--- src/rtl/ctic_pkg.sv ---
// Shared types and constants for the CIA-style timer and interrupt controller.
`timescale 1ns / 1ps

package ctic_pkg;

  // Number of byte registers and the offset width.
  localparam int unsigned NumRegs = 16;
  localparam int unsigned OfsW    = 4;

  // Register offsets.
  localparam logic [OfsW-1:0] OFS_TA_LO = 4'd4;
  localparam logic [OfsW-1:0] OFS_TA_HI = 4'd5;
  localparam logic [OfsW-1:0] OFS_TB_LO = 4'd6;
  localparam logic [OfsW-1:0] OFS_TB_HI = 4'd7;
  localparam logic [OfsW-1:0] OFS_ICR   = 4'd13;
  localparam logic [OfsW-1:0] OFS_CRA   = 4'd14;
  localparam logic [OfsW-1:0] OFS_CRB   = 4'd15;

  // Control register bit positions.
  localparam int unsigned CrRunBit     = 0;
  localparam int unsigned CrOneShotBit = 3;
  localparam int unsigned CrLoadBit    = 4;

  // Interrupt control register bit positions.
  localparam int unsigned IcrSetBit = 7;

  // Interrupt source bit positions within the raised flags.
  localparam int unsigned SrcTaBit    = 0;
  localparam int unsigned SrcTbBit    = 1;
  localparam int unsigned SrcFrameBit = 2;

  // Operation codes.
  typedef enum logic [2:0] {
    OP_WRITE = 3'd0,
    OP_READ  = 3'd1,
    OP_TICK  = 3'd2,
    OP_CHECK = 3'd3,
    OP_FRAME = 3'd4
  } ctic_op_e;

  // Commands from the register decode to one timer.
  typedef struct packed {
    logic tick;
    logic wr_lo;
    logic wr_hi;
    logic wr_ctrl;
  } ctic_tmr_cmd_t;

endpackage

--- src/rtl/ctic_timer.sv ---
// One 16-bit down timer with latch, run bit, load strobe and one-shot mode.
`timescale 1ns / 1ps

module ctic_timer (
  input  logic                   clk_i,
  input  logic                   rst_ni,
  input  ctic_pkg::ctic_tmr_cmd_t cmd_i,
  input  logic [7:0]             data_i,
  input  logic                   one_shot_i,
  output logic                   underflow_o
);
  import ctic_pkg::*;

  logic [15:0] count_q, count_d;
  logic [15:0] latch_q, latch_d;
  logic        run_q, run_d;

  // Latch and counter updates for byte writes, control writes and ticks.
  always_comb begin
    count_d     = count_q;
    latch_d     = latch_q;
    run_d       = run_q;
    underflow_o = 1'b0;
    if (cmd_i.wr_lo) begin
      latch_d[7:0] = data_i;
    end
    if (cmd_i.wr_hi) begin
      latch_d[15:8] = data_i;
      if (!run_q) begin
        count_d[15:8] = data_i;
      end
    end
    if (cmd_i.wr_ctrl) begin
      run_d = data_i[CrRunBit];
      if (data_i[CrLoadBit]) begin
        count_d = latch_q;
      end
    end
    if (cmd_i.tick && run_q) begin
      if (count_q == 16'd0) begin
        underflow_o = 1'b1;
        if (one_shot_i) begin
          run_d = 1'b0;
        end else begin
          count_d = latch_q;
        end
      end else begin
        count_d = count_q - 16'd1;
      end
    end
  end

  // Timer state registers.
  always_ff @(posedge clk_i or negedge rst_ni) begin
    if (!rst_ni) begin
      count_q <= '0;
      latch_q <= '0;
      run_q   <= 1'b0;
    end else begin
      count_q <= count_d;
      latch_q <= latch_d;
      run_q   <= run_d;
    end
  end

endmodule

--- src/rtl/cia_timer_interrupt_controller.sv ---
// Top level: register file, interrupt control and result register.
//
//  Channel | Direction | Handshake               | Payload
//  in      | input     | in_valid_i / in_ready_o | opcode_i, reg_offset_i, write_data_i
//  out     | output    | out_valid_o/out_ready_i | read_data_o, irq_n_o
//
// Each transfer on the input is decoded and applied to the state in the cycle it
// is accepted, and its result is registered in the output register. The block
// takes one item every cycle; the only limit is the single result register, so a
// stalled output holds off input until the result is taken. Reset clears the
// register file, timers, enable mask, interrupt flags and valid, not the result.
`timescale 1ns / 1ps

module cia_timer_interrupt_controller (
  input  logic       clk_i,
  input  logic       rst_ni,
  input  logic       in_valid_i,
  output logic       in_ready_o,
  input  logic [2:0] opcode_i,
  input  logic [3:0] reg_offset_i,
  input  logic [7:0] write_data_i,
  output logic       out_valid_o,
  input  logic       out_ready_i,
  output logic [7:0] read_data_o,
  output logic       irq_n_o
);
  import ctic_pkg::*;

  logic              accept;
  ctic_op_e          op;
  logic [OfsW-1:0]   ofs;
  logic [7:0]        wdata;

  logic [7:0]        regs_q [NumRegs];
  logic [7:0]        regs_d [NumRegs];
  logic [6:0]        mask_q, mask_d;
  logic [3:0]        raised_q, raised_d;
  logic              pend_q, pend_d;
  logic              out_valid_q;
  logic [7:0]        rdata_q, rdata_d;
  logic              irq_n_q;
  logic [3:0]        active;

  ctic_tmr_cmd_t     cmd_a, cmd_b;
  logic              uf_a, uf_b;

  assign accept     = in_valid_i && in_ready_o;
  assign in_ready_o = !out_valid_q || out_ready_i;
  assign op         = ctic_op_e'(opcode_i);
  assign ofs        = reg_offset_i;
  assign wdata      = write_data_i;
  assign active     = raised_q & mask_q[3:0];

  // Timer command decode.
  always_comb begin
    cmd_a = '0;
    cmd_b = '0;
    if (accept) begin
      cmd_a.tick    = (op == OP_TICK);
      cmd_b.tick    = (op == OP_TICK);
      cmd_a.wr_lo   = (op == OP_WRITE) && (ofs == OFS_TA_LO);
      cmd_a.wr_hi   = (op == OP_WRITE) && (ofs == OFS_TA_HI);
      cmd_a.wr_ctrl = (op == OP_WRITE) && (ofs == OFS_CRA);
      cmd_b.wr_lo   = (op == OP_WRITE) && (ofs == OFS_TB_LO);
      cmd_b.wr_hi   = (op == OP_WRITE) && (ofs == OFS_TB_HI);
      cmd_b.wr_ctrl = (op == OP_WRITE) && (ofs == OFS_CRB);
    end
  end

  ctic_timer u_timer_a (
    .clk_i       (clk_i),
    .rst_ni      (rst_ni),
    .cmd_i       (cmd_a),
    .data_i      (wdata),
    .one_shot_i  (regs_q[OFS_CRA][CrOneShotBit]),
    .underflow_o (uf_a)
  );

  ctic_timer u_timer_b (
    .clk_i       (clk_i),
    .rst_ni      (rst_ni),
    .cmd_i       (cmd_b),
    .data_i      (wdata),
    .one_shot_i  (regs_q[OFS_CRB][CrOneShotBit]),
    .underflow_o (uf_b)
  );

  // Register file, enable mask, interrupt flags and read data.
  always_comb begin
    regs_d   = regs_q;
    mask_d   = mask_q;
    raised_d = raised_q;
    pend_d   = pend_q;
    rdata_d  = 8'd0;
    if (accept) begin
      unique case (op)
        OP_WRITE: begin
          // Timer byte offsets go to the timers only and are not stored.
          if (!(ofs == OFS_TA_LO || ofs == OFS_TA_HI ||
                ofs == OFS_TB_LO || ofs == OFS_TB_HI)) begin
            regs_d[ofs] = wdata;
          end
          if (ofs == OFS_ICR) begin
            if (wdata[IcrSetBit]) begin
              mask_d = mask_q | wdata[6:0];
            end else begin
              mask_d = mask_q & ~wdata[6:0];
            end
          end
        end
        OP_READ: begin
          if (ofs == OFS_ICR) begin
            // Reading the ICR acknowledges and releases the IRQ line.
            rdata_d  = {|active, 3'd0, active};
            raised_d = '0;
            pend_d   = 1'b0;
          end else begin
            rdata_d = regs_q[ofs];
          end
        end
        OP_TICK: begin
          if (uf_a && mask_q[SrcTaBit]) begin
            raised_d[SrcTaBit] = 1'b1;
          end
          if (uf_b && mask_q[SrcTbBit]) begin
            raised_d[SrcTbBit] = 1'b1;
          end
        end
        OP_CHECK: begin
          if (!pend_q && (mask_q != 7'd0)) begin
            if (|active) begin
              pend_d = 1'b1;
            end else begin
              raised_d = '0;
            end
          end
        end
        OP_FRAME: begin
          if (!pend_q) begin
            raised_d[SrcFrameBit] = 1'b1;
          end
        end
        default: begin
        end
      endcase
    end
  end

  // Control state registers.
  always_ff @(posedge clk_i or negedge rst_ni) begin
    if (!rst_ni) begin
      for (int i = 0; i < NumRegs; i++) begin
        regs_q[i] <= '0;
      end
      mask_q      <= '0;
      raised_q    <= '0;
      pend_q      <= 1'b0;
      out_valid_q <= 1'b0;
    end else begin
      regs_q   <= regs_d;
      mask_q   <= mask_d;
      raised_q <= raised_d;
      pend_q   <= pend_d;
      if (accept) begin
        out_valid_q <= 1'b1;
      end else if (out_ready_i) begin
        out_valid_q <= 1'b0;
      end
    end
  end

  // Result register.
  always_ff @(posedge clk_i) begin
    if (accept) begin
      rdata_q <= rdata_d;
      irq_n_q <= !pend_d;
    end
  end

  assign out_valid_o = out_valid_q;
  assign read_data_o = rdata_q;
  assign irq_n_o     = irq_n_q;

`ifndef SYNTHESIS
  // An accepted ICR read always reports the IRQ line released.
  assert property (@(posedge clk_i) disable iff (!rst_ni)
    (accept && op == OP_READ && ofs == OFS_ICR) |=> (out_valid_o && irq_n_o))
    else $error("IRQ still asserted after ICR read");

  // Only the three defined sources can ever be raised.
  assert property (@(posedge clk_i) disable iff (!rst_ni)
    !raised_q[3])
    else $error("undefined interrupt source raised");

  // The timer byte offsets are never stored in the register file.
  assert property (@(posedge clk_i) disable iff (!rst_ni)
    (regs_q[OFS_TA_LO] | regs_q[OFS_TA_HI] | regs_q[OFS_TB_LO] |
     regs_q[OFS_TB_HI]) == 8'd0)
    else $error("timer byte offset stored in register file");

  // The output reflects the pending state left by the accepted item.
  assert property (@(posedge clk_i) disable iff (!rst_ni)
    accept |=> (irq_n_o == !pend_q))
    else $error("IRQ output disagrees with pending state");
`endif

endmodule
--- config.mk ---
export PLATFORM = sky130hd
export DESIGN_NAME = cia_timer_interrupt_controller
export DESIGN_NICKNAME = d
export VERILOG_FILES = /design/src/rtl/ctic_pkg.sv /design/src/rtl/ctic_timer.sv /design/src/rtl/cia_timer_interrupt_controller.sv
export SDC_FILE = /design/constraint.sdc
export NUM_CORES = 1
export LEC_CHECK = 0
export BUFFER_PORTS_ARGS = -buffer_cell sky130_fd_sc_hd__buf_2
export CAP_MARGIN = 20
export CELL_PAD_IN_SITES_DETAIL_PLACEMENT = 1
export CELL_PAD_IN_SITES_GLOBAL_PLACEMENT = 1
export CORE_ASPECT_RATIO = 0.75
export CORE_MARGIN = 4
export CORE_UTILIZATION = 49
export DETAILED_ROUTE_END_ITERATION = 12
export HOLD_SLACK_MARGIN = 0.15
export PLACE_DENSITY_LB_ADDON = 0.1
export SLEW_MARGIN = 5
export SYNTH_ARGS = -nofsm -noshare
export SYNTH_HDL_FRONTEND = slang
export SYNTH_HIERARCHICAL = 1
export SYNTH_SLANG_ARGS = --single-unit
--- constraint.sdc ---
create_clock -name clk_i -period 2.8 [get_ports clk_i]
set_clock_uncertainty 0.05 [all_clocks]
set_input_delay 0.14 -clock clk_i [delete_from_list [all_inputs] [get_ports clk_i]]
set_output_delay 0.14 -clock clk_i [all_outputs]
set_load 0.01 [all_outputs]
==> results of run 1 <==
worst paths after layout:
| check | cells after the start | end | slack (ps) | start |
|---|---|---|---|---|
| max | 9 | u_timer_a/count_q[14]$_DFF_PN0_ | 220 | out_valid_o$_DFFE_PN0P_ |
| min in group clk_i | 3 | register | 160 | write_data_i[2] |
| max in group asynchronous | 3 | regs_q[113]$_DFFE_PN0P_ | 1690 | rst_ni |
| max reg2reg | 9 | u_timer_a/count_q[14]$_DFF_PN0_ | 220 | out_valid_o$_DFFE_PN0P_ |
| min reg2reg | 0 | regs_q[64]$_DFFE_PN0P_ | 320 | regs_q[64]$_DFFE_PN0P_ |
| min | 2 | u_timer_b/count_q[0]$_DFF_PN0_ | 150 | rst_ni |
power breakdown:
part | internal [W] | switching [W] | leakage [nW]
sequential | 0.00327 | 0.000219 | 2.83
clock | 0.00189 | 0.00125 | 0.387
combinational | 0.000713 | 0.000899 | 2.24
total | 0.00587 | 0.00237 | 5.46
cells in the mapped netlist, types with 7 or more instances:
master	instances
sky130_fd_sc_hd__nor2_1	26
sky130_fd_sc_hd__a21oi_1	11
sky130_fd_sc_hd__buf_2	11
sky130_fd_sc_hd__mux2_1	12
sky130_fd_sc_hd__xor2_1	12
sky130_fd_sc_hd__a31oi_1	8
sky130_fd_sc_hd__clkbuf_1	60
sky130_fd_sc_hd__nand2b_1	10
sky130_fd_sc_hd__o21ai_0	11
sky130_fd_sc_hd__mux2_4	12
sky130_fd_sc_hd__edfxtp_1	9
sky130_fd_sc_hd__mux4_2	24
sky130_fd_sc_hd__inv_1	13
sky130_fd_sc_hd__nor3_1	9
sky130_fd_sc_hd__dfrtp_1	202
sky130_fd_sc_hd__a21o_1	7
sky130_fd_sc_hd__mux2i_1	52
sky130_fd_sc_hd__nand2_1	21
sky130_fd_sc_hd__mux2_2	123
sky130_fd_sc_hd__xnor2_1	10
sky130_fd_sc_hd__nand3_1	22
cells by family after synthesis:
kind of cell,share of synthesized area
buffers and inverters,0.0397
DFF,0.493
and+or+nand+nor,0.0994
AOI/OAI and AO/OA,0.0896
adders and majority gates,0.00463
muxes,0.256
xor gates and xnor gates,0.0178
worst max-delay path: stages, from the launching register on:
cell,delay (ps)
sky130_fd_sc_hd__dfrtp_1,370
sky130_fd_sc_hd__or2b_2,220
sky130_fd_sc_hd__nand4b_4,170
sky130_fd_sc_hd__or2_2,370
sky130_fd_sc_hd__nor2_1,180
sky130_fd_sc_hd__nor2b_1,170
sky130_fd_sc_hd__buf_4,210
sky130_fd_sc_hd__mux2_1,370
sky130_fd_sc_hd__o211ai_1,200
sky130_fd_sc_hd__o221ai_1,150
what timing repair did:
action,4_1_cts,5_1_grt
endpoints found under the setup margin,0,0
gates resized for setup,0,0
endpoints found under the hold margin,150,0
hold buffers,12,0
per-layer routing:
metal / vias to the layer above / track usage / routed length (um)
met2: 120 / 0.379 / 13100
met1: 3702 / 0.331 / 13400
met5: - / 0 / 0
met4: 0 / 0.0516 / 429
met3: 31 / 0.0300 / 813
li1: 3083 / - / -
final cells by class:
cell class / instances / area [um2] / share of cell area
clock inverter: 9 / 108 / 0.00889
sequential: 211 / 5330 / 0.440
clock buffer: 33 / 683 / 0.0565
tap: 288 / 360 / 0.0298
multi-input combinational: 524 / 5040 / 0.417
timing repair buffer: 72 / 532 / 0.0439
inverter: 13 / 48.8 / 0.00403
registers in the layout, indices dropped and copies added (netlist names), named ones only:
name and flops:
u_timer_b/run_q 1, raised_q 3, u_timer_a/count_q 16, irq_n_o 1, u_timer_a/latch_q 16, regs_q 124, read_data_o 8, u_timer_a/run_q 1
u_timer_b/latch_q 16, u_timer_b/count_q 16, out_valid_o 1
through the flow:
step | utilization | hold slack [ps] | instances
6_report | 0.565 | 149 | 1150
5_1_grt | 0.565 | 160 | 1150
3_5_place_dp | 0.523 | 163 | 1096
4_1_cts | 0.565 | 151 | 1150
3_3_place_gp | 0.523 | 147 | 1096
2_1_floorplan | - | -206 | 832
==> impl_metrics.json, run 1 <==
{
  "run_status": "complete, no violations",
  "postSynth.topFlopCell": "sky130_fd_sc_hd__dfrtp_1",
  "arrival_ps": 2910,
  "synth_to_layout_area_growth_pct": 12.1,
  "floorplan.initialDensity": 0.504,
  "synth_top_area_frac": 0.468,
  "syn-cell-area_um2": 10800,
  "total_half_perimeter_wirelength_after_legalization_and_detailed_placement_mm": 18.8,
  "x_dimension_of_the_die_um": 179,
  "grt_use_total": 0.230,
  "grt_start_max_net_pins": 73,
  "max_freq_mhz": 388,
  "synth.avg_cell_area_um2": 13.0,
  "die_y_um": 137,
  "numCtsBuffers": 23,
  "design_power_total_w": 0.00824,
  "placementRows": 46,
  "cts_tree": "yes",
  "ys_warnings": 6,
  "ys_seq_area_frac": 0.493,
  "detail_route.iter0.violations": 368,
  "dpl_worst_slack_ps": 243,
  "core_region_area_um2": 21400,
  "synthTopCellsByArea": "sky130_fd_sc_hd__dfrtp_1, sky130_fd_sc_hd__mux2_2, sky130_fd_sc_hd__mux4_2",
  "layout_setup_ws_ps": 220,
  "port_buffers": 29,
  "grt_setup_unrepaired": "no",
  "cts-root-to-sink-buffers": 3,
  "worstSetupEndpointType": "register",
  "drv_slew": 0,
  "finalWorstPathRequiredPeriod_ps": 2580,
  "layout_worst_path_cycle_share": 0.921,
  "postPlaceCellArea_um2": 11200,
  "min_delay_path_class": "primary input to asynchronous set/reset pin",
  "timing_hold_violations_final": 0,
  "synth-edff-count": 9,
  "ir_drop_worst_case_vdd_mv": 0.432,
  "initial_antenna_violation_count": 0,
  "die-area_um2": 24500,
  "antenna_violating_nets_post_route": 0,
  "synth.lib_cells_used.distinct": 76,
  "drc": 0,
  "most_frequent_standard_cell_in_the_layout_excluding_fill_and_tap_cells": "sky130_fd_sc_hd__dfrtp_1",
  "synth_async_sr_flop_share": 0.957,
  "clk_pin_slew_worst_paths_ps": 60,
  "timing.setup.tns_ps": 0,
  "required_ps": 3130,
  "tightestPinTransition_ps": 699,
  "leakagePower_nw": 5.46,
  "gp_congestion": 0.819,
  "wl_mm": 27.7,
  "layout.cells.most_common_list": "sky130_fd_sc_hd__dfrtp_1, sky130_fd_sc_hd__mux2_2, sky130_fd_sc_hd__mux2i_1",
  "startpoint_type": "register",
  "timing.setup.critical_path_class": "register to register",
  "max_cap_violations": 0,
  "clock_sinks": 211,
  "grt_first_pass_wirelength_mm": 44.9,
  "synth.largest_area_cell": "sky130_fd_sc_hd__dfrtp_1",
  "fillers": 2100,
  "drt-wirelength-per-cell_um": 24.1,
  "cts_root_buf": "sky130_fd_sc_hd__clkbuf_16",
  "post_synth_inst_count": 832,
  "initial_drt_pass_iterations": 4,
  "grt_remaining_overflow": 0,
  "synthesis.nets": 855,
  "power-per-cell-area_nw_per_um2": 681,
  "dr_total_vias": 6936,
  "pin_count": 30,
  "number_of_storage_elements_in_the_synthesis_netlist": 211,
  "post_route_cells_drive_above_1_share": 0.368,
  "first_global_vias": 7726,
  "slew_headroom": 0.534,
  "finalSetupViolCount": 0,
  "clk_latency_ps": 520,
  "num-nets-final": 868,
  "vias_per_cell": 6.03,
  "final_area_um2": 12100,
  "antenna_cells": 0,
  "buffer_count_from_post_cts_setup_fixing": 0,
  "critical_path.max_fanout": 8,
  "htree_levels": 1
}
Power figures use the tool's default switching activity.
==> run 2: changes to the inputs <==
--- a/config.mk
+++ b/config.mk
@@ -14,7 +14,7 @@
 export CORE_UTILIZATION = 49
 export DETAILED_ROUTE_END_ITERATION = 12
 export HOLD_SLACK_MARGIN = 0.15
-export PLACE_DENSITY_LB_ADDON = 0.1
+export PLACE_DENSITY = 0.82
 export SLEW_MARGIN = 5
 export SYNTH_ARGS = -nofsm -noshare
 export SYNTH_HDL_FRONTEND = slang
==> run 2 against run 1 <==
Compared with the run above: global-route usage is 1.1 points higher; power is 3.8% higher; register-to-register slack worse by 110 ps; clock power is 8.0% higher; first-iteration DRC count is 51% higher; hold slack better by 26 ps; cell count is 0.35% lower; cell area is 0.47% higher; combinational power is 4% higher; critical path depth stayed put; largest cell class unchanged.
==> impl_metrics.json, run 2 (same netlist as run 1, synthesis figures left out) <==
{
  "run_status": "complete, no violations",
  "initial_antenna_violation_count": 1,
  "drc": 0,
  "die_y_um": 137,
  "tightestPinTransition_ps": 682,
  "final_core_util": 0.568,
  "grt_first_pass_wirelength_mm": 46.5,
  "drv_slew": 0,
  "startpoint_type": "register",
  "register_area_um2": 5330,
  "die-area_um2": 24500,
  "initial_drt_pass_iterations": 5,
  "power-per-cell-area_nw_per_um2": 704,
  "layout_worst_path_cycle_share": 0.959,
  "port_buffers": 29,
  "arrival_ps": 3000,
  "antenna_violating_nets_post_route": 0,
  "total_half_perimeter_wirelength_after_legalization_and_detailed_placement_mm": 18.6,
  "grt_remaining_overflow": 0,
  "max_cap_violations": 0,
  "floorplan.initialDensity": 0.504,
  "largest_register_ff_count": 124,
  "vias_per_cell": 6.22,
  "slew_headroom": 0.543,
  "pin_count": 30,
  "x_dimension_of_the_die_um": 179,
  "grt_setup_unrepaired": "no",
  "cts_root_buf": "sky130_fd_sc_hd__clkbuf_16",
  "num-nets-final": 864,
  "dr_total_vias": 7128,
  "design_power_total_w": 0.00856,
  "layout.cells.most_common_list": "sky130_fd_sc_hd__dfrtp_1, sky130_fd_sc_hd__mux2_2, sky130_fd_sc_hd__mux2i_1",
  "ir_drop_worst_case_vdd_mv": 0.463,
  "clk_pin_slew_worst_paths_ps": 60,
  "htree_levels": 1,
  "multi_input_comb_area_um2": 5070,
  "critical_path.max_fanout": 8,
  "grt_use_total": 0.241,
  "post_route_cells_drive_above_1_share": 0.365,
  "max_freq_mhz": 372,
  "required_ps": 3110,
  "fillers": 2098,
  "first_global_vias": 7886,
  "clk_latency_ps": 510,
  "timing.setup.critical_path_class": "register to register",
  "gp_congestion": 0.880,
  "cts_tree": "yes",
  "most_frequent_standard_cell_in_the_layout_excluding_fill_and_tap_cells": "sky130_fd_sc_hd__dfrtp_1",
  "cts-root-to-sink-buffers": 3,
  "drt-wirelength-per-cell_um": 25.6,
  "finalWorstPathRequiredPeriod_ps": 2690,
  "grt_start_max_net_pins": 74,
  "core_region_area_um2": 21400,
  "registers.top_by_ff_count": "regs_q",
  "finalSetupViolCount": 0,
  "min_delay_path_class": "primary input to asynchronous set/reset pin",
  "synth_to_layout_area_growth_pct": 12.6,
  "numCtsBuffers": 22,
  "leakagePower_nw": 5.47,
  "timing_hold_violations_final": 0,
  "buffer_count_from_post_cts_setup_fixing": 0,
  "worstSetupEndpointType": "register",
  "placementRows": 46,
  "detail_route.iter0.violations": 554,
  "clock_sinks": 211,
  "wl_mm": 29.4,
  "timing.setup.tns_ps": 0
}
==> run 2: timing repair <==
action                                  in CTS  in global routing
hold buffers                                12                  0
pin swaps                                    0                  0
endpoints found under the hold margin      149                  0
endpoints found under the setup margin       1                  4
resized for setup                            1                  5
==> run 2: through the flow <==
stage	std cells	setup slack, ps	hold slack (ps)	area, um2
after floorplan	832	295	-206	10800
after global placement	1093	374	157	11200
after detailed placement	1093	242	157	11200
after CTS	1145	30.9	177	12100
after global routing	1145	15.9	192	12200
final	1146	114	175	12200
==> run 2: final timing paths <==
kind,startpoint,to,slack [ps],depth (start not counted)
max in group asynchronous,rst_ni,regs_q[44]$_DFFE_PN0P_,1690,3
max reg2reg,out_valid_o$_DFFE_PN0P_,u_timer_a/count_q[14]$_DFF_PN0_,110,9
min in group clk_i,write_data_i[6],register,180,3
min reg2reg,regs_q[73]$_DFFE_PN0P_,regs_q[73]$_DFFE_PN0P_,320,0
min,rst_ni,u_timer_b/count_q[2]$_DFF_PN0_,170,2
max,out_valid_o$_DFFE_PN0P_,u_timer_a/count_q[14]$_DFF_PN0_,110,9
==> run 2: layout make-up <==
class | count | area share
Timing Repair Buffer | 69 | 0.0422
Antenna cell | 1 | 0.000206
Tap cell | 288 | 0.0296
Sequential cell | 211 | 0.438
Clock inverter | 9 | 0.0164
Clock buffer | 31 | 0.0523
Multi-Input combinational cell | 524 | 0.417
Inverter | 13 | 0.00401
==> run 2: routing by layer <==
layer | GRT usage | up-vias | share of wire
li1 | - | 3078 | -
met1 | 0.333 | 3791 | 0.45
met2 | 0.406 | 212 | 0.48
met3 | 0.0377 | 47 | 0.043
met4 | 0.0601 | 0 | 0.019
met5 | 0 | - | 0
==> run 2: report_power, final <==
part           switching, W  internal [W]  leakage [nW]
sequential         0.000230       0.00327          2.83
combinational      0.000947      0.000723          2.23
clock               0.00125       0.00214         0.408
total               0.00242       0.00613          5.47
==> run 2: worst max-delay path, cell delays in order, from the launching register on <==
cell and delay (ps):
sky130_fd_sc_hd__dfrtp_1 370, sky130_fd_sc_hd__or2b_2 230, sky130_fd_sc_hd__nand4b_4 190, sky130_fd_sc_hd__or2_2 390, sky130_fd_sc_hd__nor2_2 160, sky130_fd_sc_hd__nor2b_2 190
sky130_fd_sc_hd__buf_6 170, sky130_fd_sc_hd__mux2_1 390, sky130_fd_sc_hd__a22oi_2 220, sky130_fd_sc_hd__o221ai_1 180
==> run 3: changes to the inputs <==
--- a/config.mk
+++ b/config.mk
@@ -18,5 +18,4 @@
 export SLEW_MARGIN = 5
 export SYNTH_ARGS = -nofsm -noshare
 export SYNTH_HDL_FRONTEND = slang
-export SYNTH_HIERARCHICAL = 1
 export SYNTH_SLANG_ARGS = --single-unit
==> run 3 against run 2 <==
Compared with the run above: synthesized cell count decreased by 1.4%; critical path depth decreased by 2; hold slack lost 9.4 ps; combinational power decreased by 23%; via count down 1.2%; sequential power shrank 1%; non-clock buffer count is 4 lower; register-to-register slack better by 280 ps; sequential share of layout area grew 1.4 points; core utilization down 0.60 points; critical endpoint is now u_timer_b.count_q[11]$_DFF_PN0_; largest power group unchanged.
==> impl_metrics.json, run 3 <==
{
  "dr_total_vias": 7044,
  "ff2ff_setup_slack_ps": 390,
  "numCtsBuffers": 23,
  "synth_to_layout_area_growth_pct": 13.0,
  "x_dimension_of_the_die_um": 177,
  "vias_per_cell": 6.21,
  "power_internal_w": 0.00591,
  "grt_remaining_overflow": 0,
  "syn-cell-area_um2": 10500,
  "multi_input_comb_area_um2": 4720,
  "synth-edff-count": 9,
  "ir_drop_worst_case_vdd_mv": 0.415,
  "drv_slew": 0,
  "finalWorstPathRequiredPeriod_ps": 2460,
  "finalSetupViolCount": 0,
  "grt_setup_unrepaired": "no",
  "cts_tree": "yes",
  "die_y_um": 135,
  "final_area_um2": 11800,
  "timing.setup.tns_ps": 0,
  "cts-root-to-sink-buffers": 3,
  "grt_use_total": 0.250,
  "clk_pin_slew_worst_paths_ps": 60,
  "registers.top_by_ff_count": "regs_q",
  "most_frequent_standard_cell_in_the_layout_excluding_fill_and_tap_cells": "sky130_fd_sc_hd__dfrtp_1",
  "ys_seq_area_frac": 0.511,
  "timing_hold_violations_final": 0,
  "timing.setup.critical_path_class": "primary input to register",
  "layout_worst_path_cycle_share": 0.878,
  "number_of_storage_elements_in_the_synthesis_netlist": 212,
  "tightestPinTransition_ps": 863,
  "placementRows": 46,
  "leakagePower_nw": 5.54,
  "max_cap_violations": 0,
  "detail_route.iter0.violations": 562,
  "arrival_ps": 2810,
  "antenna_violating_nets_post_route": 0,
  "grt_start_max_net_pins": 97,
  "htree_levels": 1,
  "grt_first_pass_wirelength_mm": 46.4,
  "min_delay_path_class": "primary input to asynchronous set/reset pin",
  "slew_headroom": 0.425,
  "postSynth.topFlopCell": "sky130_fd_sc_hd__dfrtp_1",
  "most_frequent_cell_after_synthesis": "sky130_fd_sc_hd__dfrtp_1",
  "synth.largest_area_cell": "sky130_fd_sc_hd__dfrtp_1",
  "synthesis.nets": 843,
  "initial_drt_pass_iterations": 5,
  "initial_antenna_violation_count": 0,
  "post_synth_inst_count": 820,
  "pin_count": 30,
  "switching_share": 0.268,
  "core_region_area_um2": 21100,
  "largest_register_ff_count": 125,
  "synth.avg_cell_area_um2": 12.8,
  "synth_top_area_frac": 0.485,
  "share_clk_of_total_power": 0.414,
  "power-per-cell-area_nw_per_um2": 682,
  "crit_path_max_incr_delay_ps": 630,
  "final_core_util": 0.562,
  "sequentialPowerShare": 0.428,
  "antenna_cells": 0,
  "wl_mm": 28.8,
  "power_frac_comb": 0.158,
  "worstPathCellList": "dlygate4sd3_1, buf_2, nor2_1, nand4_1, mux2_2, mux2i_1, a22oi_1",
  "critical_path.max_fanout": 9,
  "post_route_cells_drive_above_1_share": 0.341,
  "drc": 0,
  "finalHoldWorstSlack_ps": 166,
  "postPlaceCellArea_um2": 10900,
  "layout.cells.most_common_list": "sky130_fd_sc_hd__dfrtp_1, sky130_fd_sc_hd__mux2_2, sky130_fd_sc_hd__nand2_1, sky130_fd_sc_hd__mux4_2, sky130_fd_sc_hd__buf_2",
  "required_ps": 3150,
  "startpoint_type": "primary input",
  "port_buffers": 29,
  "floorplan.initialDensity": 0.497,
  "clock_sinks": 212,
  "register_area_um2": 5350,
  "run_status": "complete, no violations",
  "slowest_stage": "sky130_fd_sc_hd__nand4_1",
  "synth_async_sr_flop_share": 0.958,
  "fillers": 2097,
  "synth.lib_cells_used.distinct": 68,
  "worstSetupEndpointType": "register",
  "switchingPower_w": 0.00216,
  "most_common_library_cells_after_synthesis": "sky130_fd_sc_hd__dfrtp_1, sky130_fd_sc_hd__mux2_2, sky130_fd_sc_hd__clkbuf_1, sky130_fd_sc_hd__mux4_2, sky130_fd_sc_hd__nand2_1",
  "num-nets-final": 854,
  "drt-wirelength-per-cell_um": 25.4,
  "die-area_um2": 23800,
  "gp_congestion": 0.951,
  "cts_root_buf": "sky130_fd_sc_hd__clkbuf_16",
  "max_freq_mhz": 407,
  "clk_latency_ps": 530,
  "total_half_perimeter_wirelength_after_legalization_and_detailed_placement_mm": 18.9,
  "cts_resized": 0,
  "ys_warnings": 0,
  "synthTopCellsByArea": "sky130_fd_sc_hd__dfrtp_1, sky130_fd_sc_hd__mux2_2, sky130_fd_sc_hd__mux4_2",
  "first_global_vias": 7917
}
-- run 3: critical path: cells and delay by family --
family | cells | cell delay (ps)
buf+inv | 2 | 760
simple gates | 2 | 1130
compound gates | 1 | 110
mux | 2 | 640
-- run 3: timing repair --
item / CTS / global route
endpoints found under the hold margin: 123 / 0
setup buffers: 0 / 0
hold buffers: 13 / 0
-- run 3: layer usage --
metal | part of all wire | wire (um) | up-vias | global-route usage
li1 | - | - | 3060 | -
met1 | 0.45 | 13000 | 3766 | 0.347
met2 | 0.49 | 14000 | 165 | 0.412
met3 | 0.036 | 1050 | 53 | 0.0383
met4 | 0.028 | 805 | 0 | 0.0756
met5 | 0 | 0 | - | 0
-- run 3: final cells by class --
cell class              instances  area share
inverters                      17     0.00539
multi-input cells             512       0.399
repair buffers                 65      0.0428
flip-flops and latches        212       0.452
well taps                     288      0.0304
clock inverters                11      0.0160
clock buffers                  30      0.0542
-- run 3: cell families (layout without fill, tap and decap cells) --
group                    count (synthesis)  count (layout)  synth area share
XOR/XNOR                                22              22            0.0184
AND/OR/NAND/NOR                        177             177             0.103
multiplexers                           204             204             0.258
buffers and inverters                   96             123            0.0381
AO/OA/AOI/OAI                          105             105            0.0671
flip-flops                             212             212             0.511
adder cells (fa/ha/maj)                  4               4           0.00478
-- run 3: power groups by stage --
stage	combinational, W	clock (W)	sequential [W]
floorplan	0.000899	0	0.00343
global placement	0.00118	0	0.00347
detailed placement	0.00125	0	0.00350
CTS	0.00128	0.00338	0.00345
global route	0.00140	0.00353	0.00347
finish	0.00128	0.00334	0.00345
-- run 3: worst paths after layout --
check                                               start                              end  depth (start not counted)
min                                                rst_ni          regs_q[122]$_DFFE_PN0P_                          2
min in group clk_i                            out_ready_i          out_valid_o$_DFFE_PN0P_                          4
max reg2reg                u_timer_b.count_q[2]$_DFF_PN0_   u_timer_b.count_q[5]$_DFF_PN0_                          5
max in group asynchronous                          rst_ni           regs_q[37]$_DFFE_PN0P_                          3
max                                           opcode_i[0]  u_timer_b.count_q[11]$_DFF_PN0_                          7
min reg2reg                        regs_q[66]$_DFFE_PN0P_           regs_q[66]$_DFFE_PN0P_                          0
-- run 3: metrics by stage --
| step | setup WS (ps) | cells | total power [W] |
|---|---|---|---|
| after global placement | 556 | 1081 | 0.00465 |
| final | 342 | 1135 | 0.00807 |
| after global routing | 213 | 1135 | 0.00840 |
| after detailed placement | 475 | 1081 | 0.00475 |
| after CTS | 415 | 1135 | 0.00811 |
| after floorplan | 619 | 820 | 0.00433 |
